===== config.mk =====
export PLATFORM = sky130hd
export DESIGN_NAME = output_compare_timer_top
export DESIGN_NICKNAME = d
export VERILOG_FILES = /design/src/rtl/core/oct_pkg.sv /design/src/rtl/core/oct_compare.sv /design/src/rtl/core/output_compare_timer_top.sv
export SDC_FILE = /design/constraint.sdc
export NUM_CORES = 1
export LEC_CHECK = 0
export ABC_AREA = 1
export BUFFER_PORTS_ARGS = -buffer_cell sky130_fd_sc_hd__buf_2
export CAP_MARGIN = 20
export CORE_ASPECT_RATIO = 0.8
export CORE_UTILIZATION = 40
export DETAILED_ROUTE_END_ITERATION = 10
export GPL_TIMING_DRIVEN = 0
export HOLD_SLACK_MARGIN = 0.1
export PLACE_DENSITY = 0.66
export SYNTH_ARGS = -nofsm -noshare
export SYNTH_HDL_FRONTEND = slang
export SYNTH_SLANG_ARGS = --single-unit
export TNS_END_PERCENT = 50

===== constraint.sdc =====
create_clock -name clock -period 3.2 [get_ports clock]
set_input_delay 0.16 -clock clock [delete_from_list [all_inputs] [get_ports clock]]
set_output_delay 0.16 -clock clock [all_outputs]
set_load 0.01 [all_outputs]

===== src/rtl/core/oct_pkg.sv =====
package oct_pkg;

   localparam int REQ_DATA_W = 24;
   localparam int REQ_USER_W = 2;
   localparam int RSP_DATA_W = 40;
   localparam int CSR_ADDR_W = 3;
   localparam int CSR_DATA_W = 32;
   localparam int REG_DATA_W = 16;
   localparam int REG_IDX_W  = 4;
   localparam int OUT_CH_W   = 8;
   localparam int PSC_W      = 3;
   localparam int PSC_CNT_W  = 7;

   typedef enum logic [1:0] {
      OP_TICK  = 2'd0,
      OP_READ  = 2'd1,
      OP_WRITE = 2'd2
   } op_type;

   typedef enum logic [1:0] {
      ACT_OFF    = 2'd0,
      ACT_TOGGLE = 2'd1,
      ACT_CLEAR  = 2'd2,
      ACT_SET    = 2'd3
   } pin_act_type;

   localparam logic [REG_IDX_W-1:0] REG_CMP_SEL  = 4'd0;
   localparam logic [REG_IDX_W-1:0] REG_IRQ_EN   = 4'd1;
   localparam logic [REG_IDX_W-1:0] REG_ACTIONS  = 4'd2;
   localparam logic [REG_IDX_W-1:0] REG_FLAGS    = 4'd3;
   localparam logic [REG_IDX_W-1:0] REG_COUNT    = 4'd4;
   localparam logic [REG_IDX_W-1:0] REG_CMP_BASE = 4'd5;

   localparam logic [CSR_ADDR_W-1:0] CSR_PRESCALE = 3'd0;
   localparam logic [CSR_ADDR_W-1:0] CSR_ENABLE   = 3'd4;

endpackage


===== src/rtl/core/oct_compare.sv =====
module oct_compare #(
   parameter int NUM_CHANNELS = 8,
   parameter int COUNT_WIDTH  = 16
) (
   input  logic [COUNT_WIDTH-1:0]    count_next,
   input  logic [COUNT_WIDTH-1:0]    cmp_values [NUM_CHANNELS],
   input  logic [NUM_CHANNELS-1:0]   cmp_select,
   input  logic [2*NUM_CHANNELS-1:0] pin_actions,
   input  logic [NUM_CHANNELS-1:0]   pins_cur,
   output logic [NUM_CHANNELS-1:0]   match_vec,
   output logic [NUM_CHANNELS-1:0]   pins_next
);
   import oct_pkg::*;

   always_comb begin
      for (int c = 0; c < NUM_CHANNELS; c++) begin
         match_vec[c] = cmp_select[c] && (cmp_values[c] == count_next);
         pins_next[c] = pins_cur[c];
         if (match_vec[c]) begin
            case (pin_actions[2*c +: 2])
               ACT_TOGGLE: pins_next[c] = ~pins_cur[c];
               ACT_CLEAR:  pins_next[c] = 1'b0;
               ACT_SET:    pins_next[c] = 1'b1;
               default:    pins_next[c] = pins_cur[c];
            endcase
         end
      end
   end

endmodule


===== src/rtl/core/output_compare_timer_top.sv =====
// an accepted item's result is in the output register in the next cycle
// throughput: one item per cycle while the output register is empty or its result is taken
// the pace is set by the single output register, which can load and drain at once
// reset: synchronous, active high, clears counter, prescaler, channel state and
// configuration registers, and empties the output register
module output_compare_timer_top #(
   parameter int NUM_CHANNELS = 8,
   parameter int COUNT_WIDTH  = 16
) (
   input  logic                              clock,
   input  logic                              reset,
   input  logic                              req_tvalid,
   output logic                              req_tready,
   // reg_index[3:0], write_data[19:4], zero pad
   input  logic [oct_pkg::REQ_DATA_W-1:0]    req_tdata,
   // operation[1:0]
   input  logic [oct_pkg::REQ_USER_W-1:0]    req_tuser,
   output logic                              rsp_tvalid,
   input  logic                              rsp_tready,
   // read_data[15:0], flag_bits[23:16], pin_levels[31:24], irq_out[32], zero pad
   output logic [oct_pkg::RSP_DATA_W-1:0]    rsp_tdata,
   input  logic                              csr_psel,
   input  logic                              csr_penable,
   input  logic                              csr_pwrite,
   input  logic [oct_pkg::CSR_ADDR_W-1:0]    csr_paddr,
   input  logic [oct_pkg::CSR_DATA_W-1:0]    csr_pwdata,
   output logic [oct_pkg::CSR_DATA_W-1:0]    csr_prdata,
   output logic                              csr_pready
);
   import oct_pkg::*;

   localparam int CH_IDX_W = (NUM_CHANNELS > 1) ? $clog2(NUM_CHANNELS) : 1;

   logic [PSC_W-1:0]          prescale_ff, prescale_in;
   logic                      enable_ff, enable_in;
   logic [COUNT_WIDTH-1:0]    count_ff, count_in;
   logic [PSC_CNT_W-1:0]      psc_cnt_ff, psc_cnt_in;
   logic [NUM_CHANNELS-1:0]   cmp_sel_ff, cmp_sel_in;
   logic [NUM_CHANNELS-1:0]   irq_en_ff, irq_en_in;
   logic [2*NUM_CHANNELS-1:0] actions_ff, actions_in;
   logic [NUM_CHANNELS-1:0]   flags_ff, flags_in;
   logic [NUM_CHANNELS-1:0]   pins_ff, pins_in;
   logic [COUNT_WIDTH-1:0]    cmp_ff [NUM_CHANNELS];
   logic [COUNT_WIDTH-1:0]    cmp_in [NUM_CHANNELS];
   logic                      rsp_valid_ff, rsp_valid_in;
   logic [RSP_DATA_W-1:0]     rsp_data_ff, rsp_data_in;

   logic                      accept;
   logic                      csr_wr;
   logic [REG_IDX_W-1:0]      reg_idx;
   logic [REG_DATA_W-1:0]     wdata;
   logic [REG_IDX_W-1:0]      cmp_off;
   logic                      cmp_hit;
   logic [PSC_CNT_W:0]        psc_sum;
   logic [PSC_CNT_W:0]        psc_period;
   logic [COUNT_WIDTH-1:0]    count_inc;
   logic [NUM_CHANNELS-1:0]   match_vec;
   logic [NUM_CHANNELS-1:0]   pins_adv;
   logic [REG_DATA_W-1:0]     rd_data;
   logic                      irq;

   assign accept     = req_tvalid && req_tready;
   assign req_tready = !rsp_valid_ff || rsp_tready;
   assign rsp_tvalid = rsp_valid_ff;
   assign rsp_tdata  = rsp_data_ff;

   assign reg_idx    = req_tdata[3:0];
   assign wdata      = req_tdata[19:4];
   assign cmp_off    = reg_idx - REG_CMP_BASE;
   assign cmp_hit    = (reg_idx >= REG_CMP_BASE) &&
                       ({1'b0, cmp_off} < 5'(NUM_CHANNELS));
   assign psc_sum    = {1'b0, psc_cnt_ff} + 1'b1;
   assign psc_period = (PSC_CNT_W+1)'(1) << prescale_ff;
   assign count_inc  = count_ff + 1'b1;

   assign csr_pready = 1'b1;
   assign csr_wr     = csr_psel && csr_penable && csr_pwrite && csr_pready;

   always_comb begin
      csr_prdata = '0;
      case (csr_paddr)
         CSR_PRESCALE: csr_prdata = CSR_DATA_W'(prescale_ff);
         CSR_ENABLE:   csr_prdata = CSR_DATA_W'(enable_ff);
         default:      csr_prdata = '0;
      endcase
   end

   oct_compare #(
      .NUM_CHANNELS (NUM_CHANNELS),
      .COUNT_WIDTH  (COUNT_WIDTH)
   ) u_compare (
      .count_next  (count_inc),
      .cmp_values  (cmp_ff),
      .cmp_select  (cmp_sel_ff),
      .pin_actions (actions_ff),
      .pins_cur    (pins_ff),
      .match_vec   (match_vec),
      .pins_next   (pins_adv)
   );

   always_comb begin
      prescale_in = prescale_ff;
      enable_in   = enable_ff;
      if (csr_wr) begin
         case (csr_paddr)
            CSR_PRESCALE: prescale_in = csr_pwdata[PSC_W-1:0];
            CSR_ENABLE:   enable_in   = csr_pwdata[0];
            default:      ;
         endcase
      end
   end

   always_comb begin
      count_in   = count_ff;
      psc_cnt_in = psc_cnt_ff;
      cmp_sel_in = cmp_sel_ff;
      irq_en_in  = irq_en_ff;
      actions_in = actions_ff;
      flags_in   = flags_ff;
      pins_in    = pins_ff;
      cmp_in     = cmp_ff;
      rd_data    = '0;
      if (accept) begin
         case (req_tuser)
            OP_TICK: begin
               if (enable_ff) begin
                  if (psc_sum >= psc_period) begin
                     psc_cnt_in = '0;
                     count_in   = count_inc;
                     flags_in   = flags_ff | match_vec;
                     pins_in    = pins_adv;
                  end else begin
                     psc_cnt_in = psc_sum[PSC_CNT_W-1:0];
                  end
               end
            end
            OP_READ: begin
               case (reg_idx)
                  REG_CMP_SEL: rd_data = REG_DATA_W'(cmp_sel_ff);
                  REG_IRQ_EN:  rd_data = REG_DATA_W'(irq_en_ff);
                  REG_ACTIONS: rd_data = REG_DATA_W'(actions_ff);
                  REG_FLAGS:   rd_data = REG_DATA_W'(flags_ff);
                  REG_COUNT:   rd_data = REG_DATA_W'(count_ff);
                  default: begin
                     if (cmp_hit) begin
                        rd_data = REG_DATA_W'(cmp_ff[cmp_off[CH_IDX_W-1:0]]);
                     end
                  end
               endcase
            end
            OP_WRITE: begin
               case (reg_idx)
                  REG_CMP_SEL: cmp_sel_in = wdata[NUM_CHANNELS-1:0];
                  REG_IRQ_EN:  irq_en_in  = wdata[NUM_CHANNELS-1:0];
                  REG_ACTIONS: actions_in = wdata[2*NUM_CHANNELS-1:0];
                  REG_FLAGS:   flags_in   = flags_ff & ~wdata[NUM_CHANNELS-1:0];
                  REG_COUNT:   ;
                  default: begin
                     if (cmp_hit) begin
                        cmp_in[cmp_off[CH_IDX_W-1:0]] = COUNT_WIDTH'(wdata);
                     end
                  end
               endcase
            end
            default: ;
         endcase
      end
   end

   assign irq = |(flags_in & irq_en_in);

   always_comb begin
      rsp_valid_in = rsp_valid_ff;
      rsp_data_in  = rsp_data_ff;
      if (accept) begin
         rsp_valid_in = 1'b1;
         rsp_data_in  = {7'd0, irq, OUT_CH_W'(pins_in), OUT_CH_W'(flags_in), rd_data};
      end else if (rsp_tready) begin
         rsp_valid_in = 1'b0;
      end
   end

   always_ff @(posedge clock) begin
      if (reset) begin
         prescale_ff  <= '0;
         enable_ff    <= 1'b0;
         count_ff     <= '0;
         psc_cnt_ff   <= '0;
         cmp_sel_ff   <= '0;
         irq_en_ff    <= '0;
         actions_ff   <= '0;
         flags_ff     <= '0;
         pins_ff      <= '0;
         rsp_valid_ff <= 1'b0;
         for (int c = 0; c < NUM_CHANNELS; c++) begin
            cmp_ff[c] <= '0;
         end
      end else begin
         prescale_ff  <= prescale_in;
         enable_ff    <= enable_in;
         count_ff     <= count_in;
         psc_cnt_ff   <= psc_cnt_in;
         cmp_sel_ff   <= cmp_sel_in;
         irq_en_ff    <= irq_en_in;
         actions_ff   <= actions_in;
         flags_ff     <= flags_in;
         pins_ff      <= pins_in;
         rsp_valid_ff <= rsp_valid_in;
         cmp_ff       <= cmp_in;
      end
   end

   always_ff @(posedge clock) begin
      rsp_data_ff <= rsp_data_in;
   end

endmodule


[After elaboration in Yosys (flattened, before gate mapping)]
Cells that the tools add are included.
Storage, ports and cells
  memory bits (writable): 0
  bits in latches: 0
  memories kept: 0
  bits in read-only memories: 0
  logic and storage cells: 150
  register bits: 237
Cells by class
  shift-type cells: 1
  magnitude comparators: 5
  mux-type cells: 40
  add/subtract/negate cells: 3
  multiply operators: 0
  bitwise gates (word level): 14
  equality and inequality tests: 39
  div/mod/pow operators: 0
  reductions and logical operators: 28
Operator list (count)
  bitwise mux 128 bit: 1
  == test 16 bit: 8
  two-way mux 8 bit: 11
  case mux 16 bit (5 select lines): 1
  two-way mux 16 bit: 4
  binary-select mux 16 bit (select 3 bit): 1
  demux 16 bit (select 3 bit): 1
  == test 2 bit (second input constant): 17
  case mux 1 bit (3 select lines): 8
  == test 2 x 1 -> 1 bit (second input constant): 9
  adder 16 x 1 -> 16 bit (second input constant): 1
  bitwise AND 8 bit: 2
  case mux 8 bit (2 select lines): 1
  logical AND 1 bit: 13
  two-way mux 1 bit: 10
  NOT 1 bit: 9
  AND reduction 3 bit: 3
  adder 7 x 1 -> 8 bit (second input constant): 1
  == test 4 x 2 -> 1 bit (second input constant): 2
  greater-or-equal comparator 8 bit: 1
  NOT 8 bit: 1
  bitwise OR 8 bit: 1
  AND reduction 4 bit: 2
  OR reduction 8 bit: 1
  20 further kinds: 21

[Depth between registers and ports, before layout]
Gate-level depths: netlist of run 1.
  word-level depth: 10
  mapped depth: 21

[Hierarchy]
A second synthesis of run 1 with hierarchy kept.
Unflattened totals
  cell total of the unflattened synthesis: 2306
  area, all modules: 14570.2 µm²
Modules (own cells, without submodules)
  output_compare_timer_top: cells each 1468, area an instance 11100.6 µm², sequential area each 5074.9 µm², times used 1
  oct_compare: cells each 838, area an instance 3469.6 µm², sequential area each 0.0 µm², times used 1

[Worst setup path before layout of run 1]
OpenSTA, ideal clock, no wires.
  path kind: register to register
  from: reg psc_cnt_ff[0]
  to: reg rsp_data_ff[28], in the netlist rsp_tdata[28] (data pin)
  cell stages (with the launch flop): 16
  buffers on the path: 1
  setup slack: 0.581 ns
  arrival: 2.362 ns
  path through: dfxtp_1 ha_1 nand3_1 nand3b_1 xor2_1 ha_1 nand2_1 nor2_1 nand4_1 nand3_1 nand2_1 nor2_2 buf_2 nand4_1 nand3b_1 nand2_1
On the way
  longest elaborated chain between the ends: 6
Ends and longest elaborated chain
  start: declaration: RTL line output_compare_timer_top.sv:37  | logic [PSC_CNT_W-1:0] psc_cnt_ff, psc_cnt_in;
  start signal: assignment: RTL line output_compare_timer_top.sv:202  | psc_cnt_ff <= psc_cnt_in;
  adder 7 x 1 -> 8 bit: RTL line output_compare_timer_top.sv:72  | assign psc_sum = {1'b0, psc_cnt_ff} + 1'b1;
  greater-or-equal comparator 8 bit: RTL line output_compare_timer_top.sv:127  | if (psc_sum >= psc_period) begin
  two-way mux 8 bit: RTL line output_compare_timer_top.sv:127
  two-way mux 8 bit: RTL line output_compare_timer_top.sv:126  | if (enable_ff) begin
  two-way mux 8 bit: RTL line output_compare_timer_top.sv:124  | case (req_tuser)
  two-way mux 8 bit: RTL line output_compare_timer_top.sv:123  | if (accept) begin
  net pins_in[4]: RTL line output_compare_timer_top.sv:42  | logic [NUM_CHANNELS-1:0] pins_ff, pins_in;
  end signal: assignment: RTL line output_compare_timer_top.sv:214  | rsp_data_ff <= rsp_data_in;
  end: declaration: RTL line output_compare_timer_top.sv:46  | logic [RSP_DATA_W-1:0] rsp_data_ff, rsp_data_in;
The timed path passes the listed nets, and every way through them passes these cells.
A chain may end at the register's enable or synchronous reset.

[Worst setup path in the final report of run 1]
  from: in req_tdata[0] (netlist bit)
  to: reg rsp_data_ff[11], in the netlist rsp_tdata[11] (data pin)
On the way
  longest elaborated chain between the ends: 7
  elaborated cells on any way between the ends: 15
Ends and longest elaborated chain
  start: declaration: RTL line output_compare_timer_top.sv:15  | input logic [oct_pkg::REQ_DATA_W-1:0] req_tdata,
  subtractor 4 x 3 -> 4 bit: RTL line output_compare_timer_top.sv:69  | assign cmp_off = reg_idx - REG_CMP_BASE;
  NOT 3 -> 4 bit (not written as such): RTL line output_compare_timer_top.sv:146  | rd_data = REG_DATA_W'(cmp_ff[cmp_off[CH_IDX_W-1:0]]);
  binary-select mux 16 bit (select 3 bit): RTL line output_compare_timer_top.sv:146
  two-way mux 16 bit (not written as such) (2 in a row): RTL line output_compare_timer_top.sv:146
  two-way mux 16 bit: RTL line output_compare_timer_top.sv:145  | if (cmp_hit) begin
  case mux 16 bit (5 select lines) (*): RTL line output_compare_timer_top.sv:138  | case (reg_idx)
Every way passes the cells marked *; elsewhere a longest branch is shown, timed or not. The select of a mux whose other input is x is not followed.

==> flow_metrics.tcl, run 1 <==
set metrics [dict create \
    status "finished, violations left" \
    failed_checks "setup timing" \
    register_area_um2 5090 \
    synth_edf_count 33 \
    dp_hpwl_mm 44.2 \
    power.sequential.fraction 0.422 \
    synth.yosys.warnings 0 \
    max_freq_ghz 0.306 \
    synth_top_cell_area_share 0.300 \
    detail_route.drc_violations 0 \
    synth.cell_area_um2 13600 \
    yosysSeqAreaShare 0.373 \
    initial_utilization 0.406 \
    p_per_area_nw_per_um2 450 \
    cellLeakagePower_uw 0.00714 \
    synth.ff_latch_count 237 \
    endpoints_failing_setup 1 \
    antenna_found_initial 0 \
    synth_commonest_cells "nand2_1 (381), a21oi_1 (221), o21ai_0 (209)" \
    timing.critical_path.cells "buf_2 -> buf_2 -> clkinv_2 -> ha_1 -> xnor2_1 -> nand2_1 -> nor2_2 -> inv_1 -> clkbuf_1 -> o22ai_1 -> nor2_1 -> o2111ai_1 -> a31oi_1" \
    arrival_ps 3560 \
    drv.max_cap_violation_count 0 \
    detailedRoute.firstIterationViolations 1811 \
    die_height_um 167 \
    path_common_cell "buf_2" \
    crit_path_max_fanout 10 \
    power_frac_comb 0.093 \
    finalCriticalPeriod_ps 3270 \
    worst_path_max_delay_cell "nor2_2" \
    gp_congestion 1.02 \
    worst_setup_hold_path_clk_slew_ps 70 \
    rr_endpoint "rsp_tdata[32]$_DFFE_PP_" \
    worst_setup_path_end_kind "flop" \
    global_route.overflow_total 0 \
    number_of_global_route_vias_before_repair 13200 \
    fillers 3355 \
    critical_path.startpoint "req_tdata[0]" \
    drtPass1Iterations 7 \
    post-place-cells 2500 \
    buffer_ports.inserted 70 \
    worst_slew_pin_slew_ps 1020 \
    diodes 0 \
    cts-buffers-inserted 27 \
    maximum_number_of_pins_on_one_net_before_global_route_repair 22 \
    cell_type_contributing_the_most_total_cell_area_after_synthesis "dfxtp_1" \
    critical_path_class "in -> reg" \
    max_h_tree_level 1 \
    clock_sink_total 237 \
    worst-r2r-cell-count 19 \
    dieWidth_um 208 \
    max-slew-margin-rel 0.322 \
    reg2reg_from "psc_cnt_ff[0]$_SDFFE_PP0P_" \
    netSwitchingFraction 0.253 \
    synth-async-reset-ratio 0 \
    total_switching_power_uw 1840 \
    die-area_um2 34800 \
    finish.net_count 2215 \
    netlist-cell-type-count 62 \
    clock_power_share 0.485 \
    holdWs_ps 110 \
    floorplan.rows 60 \
    post_drt_wl_per_cell_um 21.8 \
    drt-vias-per-instance 5.70 \
    fin_setup_tns_ps -66.6 \
    clock_tree.root_cell "clkbuf_16" \
    post-synth-top-count-cell "nand2_1" \
    rsz0062_at_grt "yes" \
    fin_skew_ps 11.1 \
    slew_viol_final 0 \
    startpoint_of_the_most_critical_hold_path "req_tdata[17]" \
    synth_area_per_cell_um2 6.95 \
    multi_input_combinational_cell_area_um2 7340 \
    postRouteWirelength_mm 56.4 \
    post_route_cells_drive_above_1_share 0.147 \
    cp_startpoint_kind "input port" \
    regToRegSetupSlack_ps 100 \
    dr_total_vias 14800 \
    drtAntennaViolNets 0 \
    tritoncts_clock_tree "yes" \
    number_of_i_o_pins 143 \
    worst_hold_path_type "in -> reg" \
    internal_power_uw 5450 \
    post_route_setup_slack_ps -66.6 \
    critical_path_required_ps 3490 \
    vdd.ir_drop.worst_mv 0.357 \
    endpoint "rsp_tdata[11]$_SDFFCE_PP0P_" \
    hold_viol 0 \
    syn_inst 1960 \
    syn2layout_area_growth_pct 19.0 \
    timing.final.crit_share 1.02 \
    worstSkewPairLatency_ps 560 \
    grt_first_pass_wirelength_mm 82.5 \
    placeableCoreArea_um2 33600 \
    ys.flop_type "dfxtp_1" \
    post_layout_nonfiller_instances 2586 \
    cts_buffer_depth 3 \
    grt_usage 0.317 \
    crit_path_max_incr_delay_ps 470 \
    synthTopCellsByArea "dfxtp_1 (30%), nand2_1 (11%), a21oi_1 (8.1%), o21ai_0 (7.7%), edfxtp_1 (7.3%)" \
]
[layer usage]
metal	track usage	routed length, um	vias up	share of wire
li1	-	-	6864	-
met1	0.451	24600	6949	0.44
met2	0.466	23100	823	0.41
met3	0.0658	6120	116	0.11
met4	0.124	2590	0	0.046
met5	0	0	-	0
[cell type report]
type	instances	area share
multi-input combinational	1416	0.453
buffer	120	0.0422
clock inverter	16	0.0174
sequential	237	0.314
timing repair buffer	109	0.0448
clock buffer	33	0.0431
tap	434	0.0335
inverter	221	0.0522
[registers in the layout, summed over array words and instances (netlist names)]
name	flops
flags_ff	8
rsp_tvalid	1
irq_en_ff	8
enable_ff	1
rsp_tdata	33
actions_ff	16
count_ff	16
psc_cnt_ff	7
cmp_ff	128
cmp_sel_ff	8
pins_ff	8
prescale_ff	3
[worst min path at each step]
stage,end,slack [ps],depth (start not counted)
floorplan,enable_ff$_SDFFE_PP0P_,310,2
global placement,prescale_ff[0]$_SDFFE_PP0P_,410,3
detailed placement,prescale_ff[0]$_SDFFE_PP0P_,420,3
CTS,cmp_ff[42]$_SDFFE_PP0P_,110,3
global route,cmp_ff[122]$_SDFFE_PP0P_,120,3
finish,cmp_ff[45]$_SDFFE_PP0P_,110,3
[worst max-delay path, delay by kind of cell]
kind            cells  cell delay, ps
fa+ha+maj           1             310
buf+inv             5            1250
simple gates        3             710
xor+xnor            1             410
compound gates      3             720
[per-stage QoR]
step	setup WS, ps	total power (uW)	cell area (um^2)	util
CTS	2.90	7290	16000	0.476
global route	-52.3	7460	16200	0.483
global placement	-911	3760	14600	0.436
finish	-66.6	7300	16200	0.483
floorplan	581	3510	13700	-
detailed placement	-905	3770	14700	0.437
[timing repair]
| action | 4_1_cts | 5_1_grt |
|---|---|---|
| hold buffers | 25 | 0 |
| hold endpoints to repair | 67 | 0 |
| setup buffers | 6 | 7 |
| gates resized for setup | 16 | 43 |
| gates cloned | 0 | 0 |
| pin swaps | 7 | 20 |
| endpoints found under the setup margin | 57 | 46 |
[power by group through the flow]
stage               registers [uW]  clock network (uW)  logic (uW)
floorplan                     3160                   0         351
global placement              3150                   0         616
detailed placement            3150                   0         623
CTS                           3080                3560         648
global route                  3080                3670         710
finish                        3080                3540         675
[layout by cell type (no fill, tap or decap), types with 21 or more instances in the layout]
cell,Yosys,layout
nand2_1,381,376
a21oi_1,221,219
o21ai_0,209,208
dfxtp_1,204,199
inv_1,197,194
nor2_1,156,147
nand3_1,104,99
buf_2,23,92
buf_4,43,57
nand4_1,53,53
clkbuf_1,44,47
conb_1,2,37
o22ai_1,36,36
xor2_1,34,33
edfxtp_1,33,33
clkbuf_16,0,27
dlygate4sd3_1,0,25
nor2_2,16,22
nand2_2,17,21
[cell families (layout without fill, tap and decap cells)]
kind of cell / after synthesis / count (layout) / share of synthesized area
and+or+nand+nor: 795 / 795 / 0.264
AOI/OAI and AO/OA: 524 / 524 / 0.208
buffers and inverters: 342 / 499 / 0.111
DFF: 237 / 237 / 0.373
xor gates and xnor gates: 43 / 43 / 0.0292
adders and majority gates: 15 / 15 / 0.0138
other: 2 / 37 / 0.000552
muxes: 2 / 2 / 0.00156
Note: power is estimated with default switching activity, not from simulation.
==> run 2: changes to the inputs <==
CTS_BUF_LIST = sky130_fd_sc_hd__clkbuf_16   (was default)
==> run 2 against run 1 <==
  * The run still ends with setup timing left
  * Setup slack got worse by 7.1 ps
  * Register-to-register slack about the same
  * Count of clock-buffer cells in the layout fell by 6
  * Final area is the same
  * Sequential share of layout area stayed put
  * First-iteration DRC count grew 0.22%
  * Worst hold slack better by 6.3 ps
  * Largest cell class unchanged
  * Largest power group unchanged
  * Highest routed layer unchanged
==> flow_metrics.tcl, run 2 (synthesis results as in run 1) <==
set metrics [dict create \
    post_route_setup_slack_ps -73.7 \
    post_route_cells_drive_above_1_share 0.147 \
    cp_startpoint_kind "input port" \
    worst_slew_pin_slew_ps 1020 \
    register_area_um2 5090 \
    cellLeakagePower_uw 0.00716 \
    diodes 0 \
    max_freq_ghz 0.305 \
    crit_path_max_fanout 10 \
    floorplan.rows 60 \
    most-common-layout-cells "nand2_1 (376), a21oi_1 (219), o21ai_0 (208)" \
    finalCriticalPeriod_ps 3270 \
    hold_viol 0 \
    drt-vias-per-instance 5.67 \
    die_height_um 167 \
    detailed_place.area_um2 14700 \
    tritoncts_clock_tree "yes" \
    maximum_number_of_pins_on_one_net_before_global_route_repair 22 \
    endpoints_failing_setup 1 \
    internal_power_uw 5430 \
    mostFrequentLayoutCell "nand2_1" \
    drtPass1Iterations 8 \
    placeableCoreArea_um2 33600 \
    holdWs_ps 116 \
    buffer_ports.inserted 70 \
    initial_utilization 0.406 \
    failed_checks "setup timing" \
    syn2layout_area_growth_pct 19.0 \
    worst_hold_path_type "in -> reg" \
    worst_path_max_delay_cell "nor2_2" \
    worst-r2r-cell-count 19 \
    post_drt_wl_per_cell_um 21.8 \
    detail_route.drc_violations 0 \
    timing.critical_path.cells "buf_2 -> buf_2 -> clkinv_2 -> ha_1 -> xnor2_1 -> nand2_1 -> nor2_2 -> inv_1 -> clkbuf_1 -> o22ai_1 -> nor2_1 -> o2111ai_1 -> a31oi_1" \
    power.sequential.fraction 0.423 \
    dp_hpwl_mm 44.2 \
    path_common_cell "buf_2" \
    detailedRoute.firstIterationViolations 1815 \
    dr_total_vias 14700 \
    clock_sink_total 237 \
    p_per_area_nw_per_um2 449 \
    timing.final.crit_share 1.02 \
    rsz0062_at_grt "yes" \
    post-route-cell-area_um2 16200 \
    fin_setup_tns_ps -73.7 \
    clock_tree.root_cell "clkbuf_16" \
    crit_path_max_incr_delay_ps 480 \
    worst_setup_hold_path_clk_slew_ps 70 \
    fin_skew_ps 9.41 \
    antenna_found_initial 0 \
    critical_path_class "in -> reg" \
    critical_path_required_ps 3490 \
    cts_buffer_depth 3 \
    fillers 3355 \
    status "finished, violations left" \
    grt_first_pass_wirelength_mm 82.5 \
    final_util 0.483 \
    max-slew-margin-rel 0.320 \
    max_h_tree_level 1 \
    global_route.overflow_total 0 \
    regToRegSetupSlack_ps 110 \
    flip_flop_count_of_the_largest_register_all_copies_and_words_added 128 \
    power_frac_comb 0.093 \
    finish.net_count 2215 \
    min_path_cells 3 \
    multi_input_combinational_cell_area_um2 7340 \
    drv.max_cap_violation_count 0 \
    post-place-cells 2500 \
    die-area_um2 34800 \
    grt_usage 0.317 \
    largest_register "cmp_ff" \
    arrival_ps 3560 \
    gp_congestion 1.02 \
    worst_setup_path_end_kind "flop" \
    netSwitchingFraction 0.253 \
    clock_power_share 0.484 \
    dieWidth_um 208 \
    total_switching_power_uw 1840 \
    postRouteWirelength_mm 56.3 \
    cts-buffers-inserted 27 \
    slew_viol_final 0 \
    vdd.ir_drop.worst_mv 0.358 \
    worstSkewPairLatency_ps 560 \
    number_of_i_o_pins 143 \
    post_layout_nonfiller_instances 2586 \
    number_of_global_route_vias_before_repair 13200 \
    drtAntennaViolNets 0 \
]
[run 2: worst paths after layout]
check                                  start                           to
setup / recovery                req_tdata[0]  rsp_tdata[11]$_SDFFCE_PP0P_
hold / removal                 req_tdata[17]      cmp_ff[13]$_SDFFE_PP0P_
setup reg to reg  psc_cnt_ff[0]$_SDFFE_PP0P_      rsp_tdata[32]$_DFFE_PP_
hold reg to reg   psc_cnt_ff[1]$_SDFFE_PP0P_   psc_cnt_ff[1]$_SDFFE_PP0P_
[run 2: layer usage]
metal / up-vias / track usage / share of wire
met5: - / 0 / 0
met4: 0 / 0.124 / 0.045
met3: 111 / 0.0658 / 0.11
met2: 789 / 0.466 / 0.41
met1: 6906 / 0.451 / 0.43
li1: 6869 / - / -
[run 2: worst max-delay path: cells and delay by family]
family / cells / cell delay, ps
and+or+nand+nor: 3 / 720
xor gates and xnor gates: 1 / 410
AOI/OAI and AO/OA: 3 / 710
buffers and inverters: 5 / 1240
adders and majority gates: 1 / 310
[run 2: through the flow]
stage	power (uW)	setup slack, ps
3_3_place_gp	3760	-911
3_5_place_dp	3770	-905
4_1_cts	7270	3.00
5_1_grt	7440	-52.0
6_report	7280	-73.7
2_1_floorplan	3510	581
[run 2: power by group through the flow]
stage	clock (uW)	sequential, uW	combinational [uW]
2_1_floorplan	0	3160	351
3_5_place_dp	0	3150	623
5_1_grt	3650	3080	710
6_report	3520	3080	675
3_3_place_gp	0	3150	616
4_1_cts	3540	3080	648
[run 2: layout make-up]
| class | instances | share of cell area |
|---|---|---|
| plain buffers | 120 | 0.0422 |
| clock buffers | 27 | 0.0417 |
| clock inverters | 22 | 0.0188 |
| inverters | 221 | 0.0522 |
| multi-input cells | 1416 | 0.453 |
| flip-flops and latches | 237 | 0.314 |
| well taps | 434 | 0.0335 |
| repair buffers | 109 | 0.0448 |
[run 2: what timing repair did]
item | 4_1_cts | 5_1_grt
hold buffers | 25 | 0
pin swaps | 7 | 20
setup endpoints to repair | 57 | 46
resized for setup | 16 | 43
setup buffers | 6 | 7
hold endpoints to repair | 67 | 0
==> run 3: changes to the inputs <==
SETUP_SLACK_MARGIN = 0.05   (was default)
==> run 3 against run 2 <==
  * The run now ends clean
  * Highest routed layer unchanged
  * Sequential cell count stayed put
  * Non-clock buffer count is 3 lower
  * Clock power hardly changed
  * Sequential power hardly changed
  * Critical path type unchanged
==> flow_metrics.tcl, run 3 (synthesis results as in run 1) <==
set metrics [dict create \
    gp_congestion 1.02 \
    initial_utilization 0.406 \
    critical_path_required_ps 3690 \
    fillers 3374 \
    dieWidth_um 208 \
    status "finished, final reports clean" \
    finalCriticalPeriod_ps 3140 \
    timing.critical_path.cells "buf_2 -> buf_2 -> clkinv_2 -> ha_1 -> nand2_2 -> clkinvlp_4 -> nor4_2 -> nand2_2 -> nor2_2 -> inv_2 -> nor2_2 -> buf_2 -> o21ai_0 -> a21oi_1" \
    clock_power_share 0.484 \
    drt-vias-per-instance 5.70 \
    placeableCoreArea_um2 33600 \
    detailedRoute.firstIterationViolations 1887 \
    cts_buffer_depth 3 \
    rsz0062_at_grt "yes" \
    path_delay_family "buffers and inverters" \
    p_per_area_nw_per_um2 451 \
    die-area_um2 34800 \
    cts-buffers-inserted 27 \
    floorplan.rows 60 \
    dp_hpwl_mm 44.2 \
    clock_tree.root_cell "clkbuf_16" \
    power_frac_comb 0.093 \
    endpoints_failing_setup 0 \
    slew_viol_final 0 \
    crit_path_max_incr_delay_ps 360 \
    hold_viol 0 \
    detail_route.drc_violations 0 \
    fin_skew_ps 9.27 \
    power.sequential.fraction 0.423 \
    drv.max_cap_violation_count 0 \
    cp.buffers_inverters 6 \
    total_switching_power_uw 1840 \
    flip_flop_count_of_the_largest_register_all_copies_and_words_added 128 \
    drtAntennaViolNets 0 \
    maximum_number_of_pins_on_one_net_before_global_route_repair 22 \
    drtPass1Iterations 6 \
    diodes 0 \
    number_of_i_o_pins 143 \
    worstSkewPairLatency_ps 560 \
    post-route-cell-area_um2 16200 \
    timing.final.crit_share 0.981 \
    pre_cts_ws_ps -905 \
    finish.net_count 2212 \
    buffer_ports.inserted 70 \
    mostFrequentLayoutCell "nand2_1" \
    path_common_cell "buf_2" \
    netSwitchingFraction 0.253 \
    largest_register "cmp_ff" \
    dr_total_vias 14700 \
    critical_path_class "in -> reg" \
    worst_path_max_delay_cell "buf_2" \
    vdd.ir_drop.worst_mv 0.360 \
    cp_startpoint_kind "input port" \
    cellLeakagePower_uw 0.00715 \
    crit_path_max_fanout 10 \
    antenna_found_initial 0 \
    most-common-layout-cells "nand2_1 (376), a21oi_1 (221), o21ai_0 (208)" \
    tritoncts_clock_tree "yes" \
    number_of_global_route_vias_before_repair 13200 \
    syn2layout_area_growth_pct 18.6 \
    worst_setup_path_end_kind "flop" \
    max_freq_ghz 0.318 \
    max_h_tree_level 1 \
    worst_hold_path_type "in -> reg" \
    post_route_cells_drive_above_1_share 0.144 \
    post_route_setup_slack_ps 60.0 \
    detailed_place.area_um2 14700 \
    post_drt_wl_per_cell_um 21.8 \
    clock_sink_total 237 \
    global_route.overflow_total 0 \
    max-slew-margin-rel 0.327 \
    worst_slew_pin_slew_ps 1010 \
    grt_usage 0.317 \
    postRouteWirelength_mm 56.3 \
    die_height_um 167 \
    arrival_ps 3630 \
    internal_power_uw 5430 \
    grt_first_pass_wirelength_mm 82.5 \
    worst_setup_hold_path_clk_slew_ps 70 \
]
-- run 3: changes by cell type in the layout (fill, tap and decap cells not counted), sizes merged --
| cell | before | now |
|---|---|---|
| buf | 153 | 149 |
| clkinvlp | 5 | 3 |
| inv | 208 | 210 |
| clkbuf | 78 | 79 |
-- run 3: path summary, 6_finish.rpt --
| check | from | to | slack (ps) | depth (start not counted) |
|---|---|---|---|---|
| worst max-delay path | req_tdata[0] | cmp_ff[126]$_SDFFE_PP0P_ | 60 | 14 |
| worst min-delay path | req_tdata[17] | cmp_ff[45]$_SDFFE_PP0P_ | 120 | 3 |
| worst max register to register | count_ff[0]$_SDFFE_PP0P_ | rsp_tdata[32]$_DFFE_PP_ | 110 | 19 |
| worst min register to register | psc_cnt_ff[1]$_SDFFE_PP0P_ | psc_cnt_ff[1]$_SDFFE_PP0P_ | 480 | 2 |
-- run 3: per-stage QoR --
stage	util	total power [uW]	hold slack, ps	TNS (ps)	instances
6_report	0.481	7280	119	0	2583
5_1_grt	0.481	7440	122	-27.7	2583
3_3_place_gp	0.436	3760	413	-73180	2499
4_1_cts	0.476	7270	107	0	2578
2_1_floorplan	-	3510	308	0	1995
3_5_place_dp	0.437	3770	422	-79900	2500
-- run 3: power groups by stage --
stage / Combinational [uW] / Clock, uW / Sequential (uW)
final: 677 / 3520 / 3080
after global routing: 712 / 3650 / 3080
after CTS: 648 / 3540 / 3080
after detailed placement: 623 / 0 / 3150
after global placement: 616 / 0 / 3150
after floorplan: 351 / 0 / 3160
-- run 3: layer usage --
layer / vias up / share of wire / track usage / routed length [um]
li1: 6867 / - / - / -
met1: 6946 / 0.43 / 0.444 / 24300
met2: 789 / 0.41 / 0.467 / 23200
met3: 112 / 0.11 / 0.0756 / 6260
met4: 0 / 0.045 / 0.123 / 2510
met5: - / 0 / 0 / 0
-- run 3: area by class of cell --
class	count	area (um^2)	area share
sequential	237	5080	0.315
clock buffer	27	676	0.0418
clock inverter	22	305	0.0189
timing repair buffer	105	703	0.0435
inverter	221	841	0.0521
tap	434	543	0.0336
buffer	121	689	0.0427
multi-input combinational	1416	7310	0.453
-- run 3: worst reg2reg max path, delay by kind of cell (launching register included) --
kind	cells	cell delay [ps]
adder cells (fa/ha/maj)	1	230
buffers and inverters	2	310
flip-flops	1	390
AND/OR/NAND/NOR	16	1910
-- run 3: timing repair --
item | 4_1_cts | 5_1_grt
endpoints found under the hold margin | 67 | 0
pin swaps | 5 | 7
hold buffers | 25 | 0
resized for setup | 18 | 41
endpoints found under the setup margin | 87 | 75
setup buffers | 4 | 5
